`src/rtl/crpe_pkg.sv`:
```
package crpe_pkg;

  // Field widths
  localparam int PT_W  = 16;               // control point coordinate, signed Q12.4
  localparam int T_W   = 17;               // curve parameter, unsigned Q1.16
  localparam int OUT_W = 17;               // result coordinate, signed Q13.4

  // Stream payload widths, rounded up to whole bytes
  localparam int S_DATA_W = 152;
  localparam int M_DATA_W = 40;

  // Register stages from input transfer to output register
  localparam int NUM_STAGES = 5;

  // Datapath widths
  localparam int CO_W  = 20;               // b, c, d polynomial coefficients
  localparam int TS_W  = T_W + 1;          // t as a signed multiplier operand
  localparam int M1_W  = 38;               // d*T + c*2^16
  localparam int M2_W  = 54;               // (d*T + c*2^16)*T + b*2^32
  localparam int SPLIT = 27;               // low/high split of the last product
  localparam int PH_W  = M2_W - SPLIT + TS_W;
  localparam int PL_W  = SPLIT + T_W;
  localparam int SUM_W = 72;
  localparam int RES_SHIFT  = 49;          // raw sum is scaled by 2^49
  localparam int HALF_SHIFT = RES_SHIFT - 1;
  localparam int Q_W   = SUM_W - RES_SHIFT;

  localparam logic [T_W-1:0] T_ONE = 17'h10000;

endpackage

```
`src/rtl/crpe_ctrl.sv`:
```
module crpe_ctrl (
  input  logic                                clk,
  input  logic                                rst,
  input  logic                                in_valid,
  output logic                                in_ready,
  output logic                                out_valid,
  input  logic                                out_ready,
  output logic [crpe_pkg::NUM_STAGES-1:0]     stage_en
);
  import crpe_pkg::*;

  logic [NUM_STAGES-1:0] valid;
  logic [NUM_STAGES-1:0] valid_next;
  logic [NUM_STAGES-1:0] shift_in;
  logic [NUM_STAGES:0]   rdy;

  // A stage may load when it is empty or its successor loads in the same cycle.
  always_comb begin
    rdy[NUM_STAGES] = out_ready;
    for (int k = NUM_STAGES - 1; k >= 0; k--) begin
      rdy[k] = !valid[k] || rdy[k+1];
    end
  end

  assign shift_in = {valid[NUM_STAGES-2:0], in_valid};

  always_comb begin
    for (int k = 0; k < NUM_STAGES; k++) begin
      valid_next[k] = rdy[k] ? shift_in[k] : valid[k];
    end
  end

  always_ff @(posedge clk) begin
    if (rst) begin
      valid <= '0;
    end else begin
      valid <= valid_next;
    end
  end

  assign stage_en  = rdy[NUM_STAGES-1:0];
  assign in_ready  = rdy[0];
  assign out_valid = valid[NUM_STAGES-1];

  // An empty output register never blocks the input side.
  a_ready_when_out_empty: assert property (@(posedge clk) disable iff (rst)
    !valid[NUM_STAGES-1] |-> in_ready)
    else $error("input stalled while output register is empty");

  // Items in flight change only by transfers on the two sides.
  a_occupancy: assert property (@(posedge clk) disable iff (rst)
    !$past(rst) |-> $countones(valid) == $countones($past(valid))
      + ($past(in_valid && in_ready) ? 1 : 0)
      - ($past(out_valid && out_ready) ? 1 : 0))
    else $error("pipeline occupancy lost or duplicated an item");

  // A full pipeline with a stalled output takes nothing.
  a_full_blocks: assert property (@(posedge clk) disable iff (rst)
    (&valid) && !out_ready |-> !in_ready)
    else $error("full pipeline accepted an item under stall");

endmodule

```
`config.mk`:
```
export PLATFORM = sky130hd
export DESIGN_NAME = crpe_ctrl
export DESIGN_NICKNAME = d
export VERILOG_FILES = /design/src/rtl/crpe_pkg.sv /design/src/rtl/crpe_ctrl.sv
export SDC_FILE = /design/constraint.sdc
export NUM_CORES = 1
export LEC_CHECK = 0
export BUFFER_PORTS_ARGS = -buffer_cell sky130_fd_sc_hd__buf_2
export CAP_MARGIN = 40
export CORE_AREA = 10 10 47 49
export CTS_CLUSTER_SIZE = 16
export DETAILED_ROUTE_END_ITERATION = 7
export DIE_AREA = 0 0 57 59
export PLACE_DENSITY = 0.43
export SYNTH_ARGS = -nofsm -noshare
export SYNTH_HDL_FRONTEND = slang
export SYNTH_SLANG_ARGS = --single-unit
export TNS_END_PERCENT = 30
```
`constraint.sdc`:
```
create_clock -name clk -period 1.3 [get_ports clk]
set_input_delay 0.325 -clock clk [delete_from_list [all_inputs] [get_ports clk]]
set_output_delay 0.325 -clock clk [all_outputs]
set_load 0.03 [all_outputs]
```
==> flow_summary_export.csv <==
group,metric,value,unit
sta,drv_slew,0,
setup_path,r2r_start,"valid[4]",
yosys,yosysTopAreaCell,"dfxtp_1",
die,start_util,15.63,%
clocking,numCtsBuffers,3,
clocking,clockBufferDepth,2,
yosys,ys_top_cells_by_area,"dfxtp_1 (46%), o31ai_4 (9.7%), a21oi_1 (6.9%)",
global_routing,grt_max_degree,8,
job,cap_violations,0,
global_routing,use_met3,6.009,%
global_routing,track_usage,3.974,%
die,fp-row-count,14,
clocking,cts_root_buf,"clkbuf_4",
sta,hold_violations,0,
setup_path,worst-path-max-fanout,3,
yosys,async_flop_share,0,%
routing,vias,206,
yosys,yosysSeqAreaShare,45.71,%
power_and_ir_drop,powerDensity,954.7,mW/mm^2
place,routabilityCongestion,0.6207,
routing,drtIter0Drc,3,
yosys,synth_area_per_cell,9.520,um^2
power_and_ir_drop,power,361.9,uW
global_routing,grt_pass1_vias,225,
yosys,synth_most_common_cell,"dfxtp_1",
clocking,clk_latency,0.24,ns
final_layout,nNetsFinal,43,
global_routing,met2_usage,4.341,%
routing,dr.pass1.iters,2,
final_layout,drive_above_1_share,60.53,%
hold_path,min_path_cells,2,
sta,tightestPinTransition,0.1929,ns
routing,drcViolationCount,0,
sta,tns,-0.4893,ns
sta,final.setup.worst_slack,-0.1240,ns
routing,avgViaCountPerCell,3.815,
final_layout,largest_reg_flops,5,
power_and_ir_drop,p_leak,0.1489,nW
final_layout,top_regs,"valid x5",
final_layout,diodes,0,
clocking,htree_num_levels,1,
place,dp_hpwl,410.5,um
clocking,clk_pin_slew,0.04,ns
setup_path,r2r_end,"valid[1]",
die,io_pins,11,
yosys,synthFlopType,"dfxtp_1",
yosys,synth_common_cells,"dfxtp_1 (5), inv_1 (4), a21oi_1 (3), nand3b_1 (2)",
yosys,syn_nets,27,
routing,ant_nets,0,
outcome,violations,"negative setup slack",
setup_path,worstPathArrival,1.10,ns
setup_path,r2r_cells,4,
setup_path,critPathKind,"flip-flop to output pin",
sta,rsz0062_at_grt,"yes",
final_layout,syn2layout_area_growth,73.14,%
final_layout,regMostFlops,"valid",
sta,fmax,702.2,MHz
yosys,synth_area,219.0,um^2
routing,wire_per_inst,10.20,um
die,die_w,57,um
sta,relSlewSlack,87.12,%
global_routing,antenna_found_initial,0,
setup_path,cp-startpoint,"valid[4]",
yosys,synth-edff-count,0,
clocking,cts_tree,"built",
final_layout,fin_util,27.05,%
clocking,cts_sinks,5,
die,core-area,0.001401,mm^2
global_routing,use_met1,3.559,%
yosys,ys_ff_latch,5,
setup_path,worstSetupStartpointType,"flip-flop",
setup_path,rrSetupSlack,0.26,ns
global_routing,grt_pass1_wl,959,um
sta,final-setup-viol-count,5,
setup_path,crit_end,"stage_en[0]",
yosys,yosys.area.top_type_share,45.71,%
sta,fin_skew,0.001507,ns
sta,min_period,1.424,ns
outcome,status,"finished, violations left",
setup_path,critPathRequiredTime,0.98,ns
yosys,syn_inst,23,
yosys,ys_types,13,
setup_path,crit_path_end_kind,"output pin",
hold_path,hp-class,"primary input to flip-flop",
die,die-area,0.003363,mm^2
routing,routed_wl,551,um
global_routing,busiest_layer,"met3",
sta,fin_hold_ws,0.3430,ns
place,portBuffers,10,
yosys,yosysWarnings,0,
sta,fin_crit_sh,109.5,%
power_and_ir_drop,ir_worst_vdd,497.5,uV
die,die_h,59,um
global_routing,overflow,0,
==> cells in the final DEF, fill, tap and decap left out <==
cell type / instances
inv_2: 1
and4b_2: 1
nand2_1: 1
buf_4: 2
nand3b_1: 2
dfxtp_4: 1
buf_2: 4
a21oi_1: 3
o22ai_1: 1
dfxtp_2: 2
clkbuf_4: 3
dfxtp_1: 2
buf_6: 6
or2b_2: 1
clkbuf_1: 1
nand2b_1: 1
o31ai_4: 1
nand3_4: 1
inv_1: 4
==> worst min path at each step <==
| stage | startpoint | endpoint | slack (ns) |
|---|---|---|---|
| after CTS | rst | valid[4] | 0.33 |
| after floorplan | rst | valid[4] | 0.38 |
| after detailed placement | valid[2] | valid[3] | 0.44 |
| after global placement | valid[3] | valid[4] | 0.45 |
| final | rst | valid[4] | 0.34 |
| after global routing | rst | valid[4] | 0.35 |
==> area by class of cell <==
| cell class | instances | area [um^2] |
|---|---|---|
| fillers | 153 | 1022 |
| flip-flops and latches | 5 | 106.4 |
| multi-input cells | 12 | 105.1 |
| repair buffers | 12 | 102.6 |
| clock buffers | 4 | 26.28 |
| well taps | 16 | 20.02 |
| inverters | 5 | 18.77 |
==> metal layers <==
| layer | share of wire, % | vias to the layer above |
|---|---|---|
| met5 | 0 | - |
| met4 | 0 | 0 |
| met3 | 26 | 0 |
| met2 | 33 | 13 |
| met1 | 40 | 86 |
| li1 | - | 107 |
==> report_power, final <==
part           switching (mW)  total [mW]  internal, mW
clock network          0.0628       0.179         0.116
registers             0.00491       0.162         0.157
logic                  0.0109      0.0209        0.0101
==> what timing repair did <==
action | CTS | global route
pin swaps | 2 | 1
buffers inserted | 1 | 0
hold buffers | 0 | 0
gates cloned | 0 | 0
hold endpoints to repair | 0 | 0
resized for setup | 13 | 1
setup endpoints to repair | 5 | 6
==> kinds of logic (layout without fill, tap and decap cells) <==
family | count (synthesis) | count (layout) | synth area share, %
simple gates | 7 | 7 | 22.85
flops | 5 | 5 | 45.72
compound gates | 5 | 5 | 19.43
buf+inv | 6 | 21 | 12.00
==> worst max-delay path, stage by stage (launching register included) <==
cell,delay (ns)
dfxtp_4,0.34
and4b_2,0.28
nand3_4,0.09
buf_6,0.15
==> through the flow <==
step                instance area, um^2  setup WS (ns)  cells
floorplan                         239.0       -0.01400     23
global placement                  305.3       -0.05427     49
detailed placement                305.3       -0.05714     49
CTS                               375.4        -0.1485     54
global route                      379.1        -0.1848     54
finish                            379.1        -0.1240     54
(Power assumes the default switching activity.)
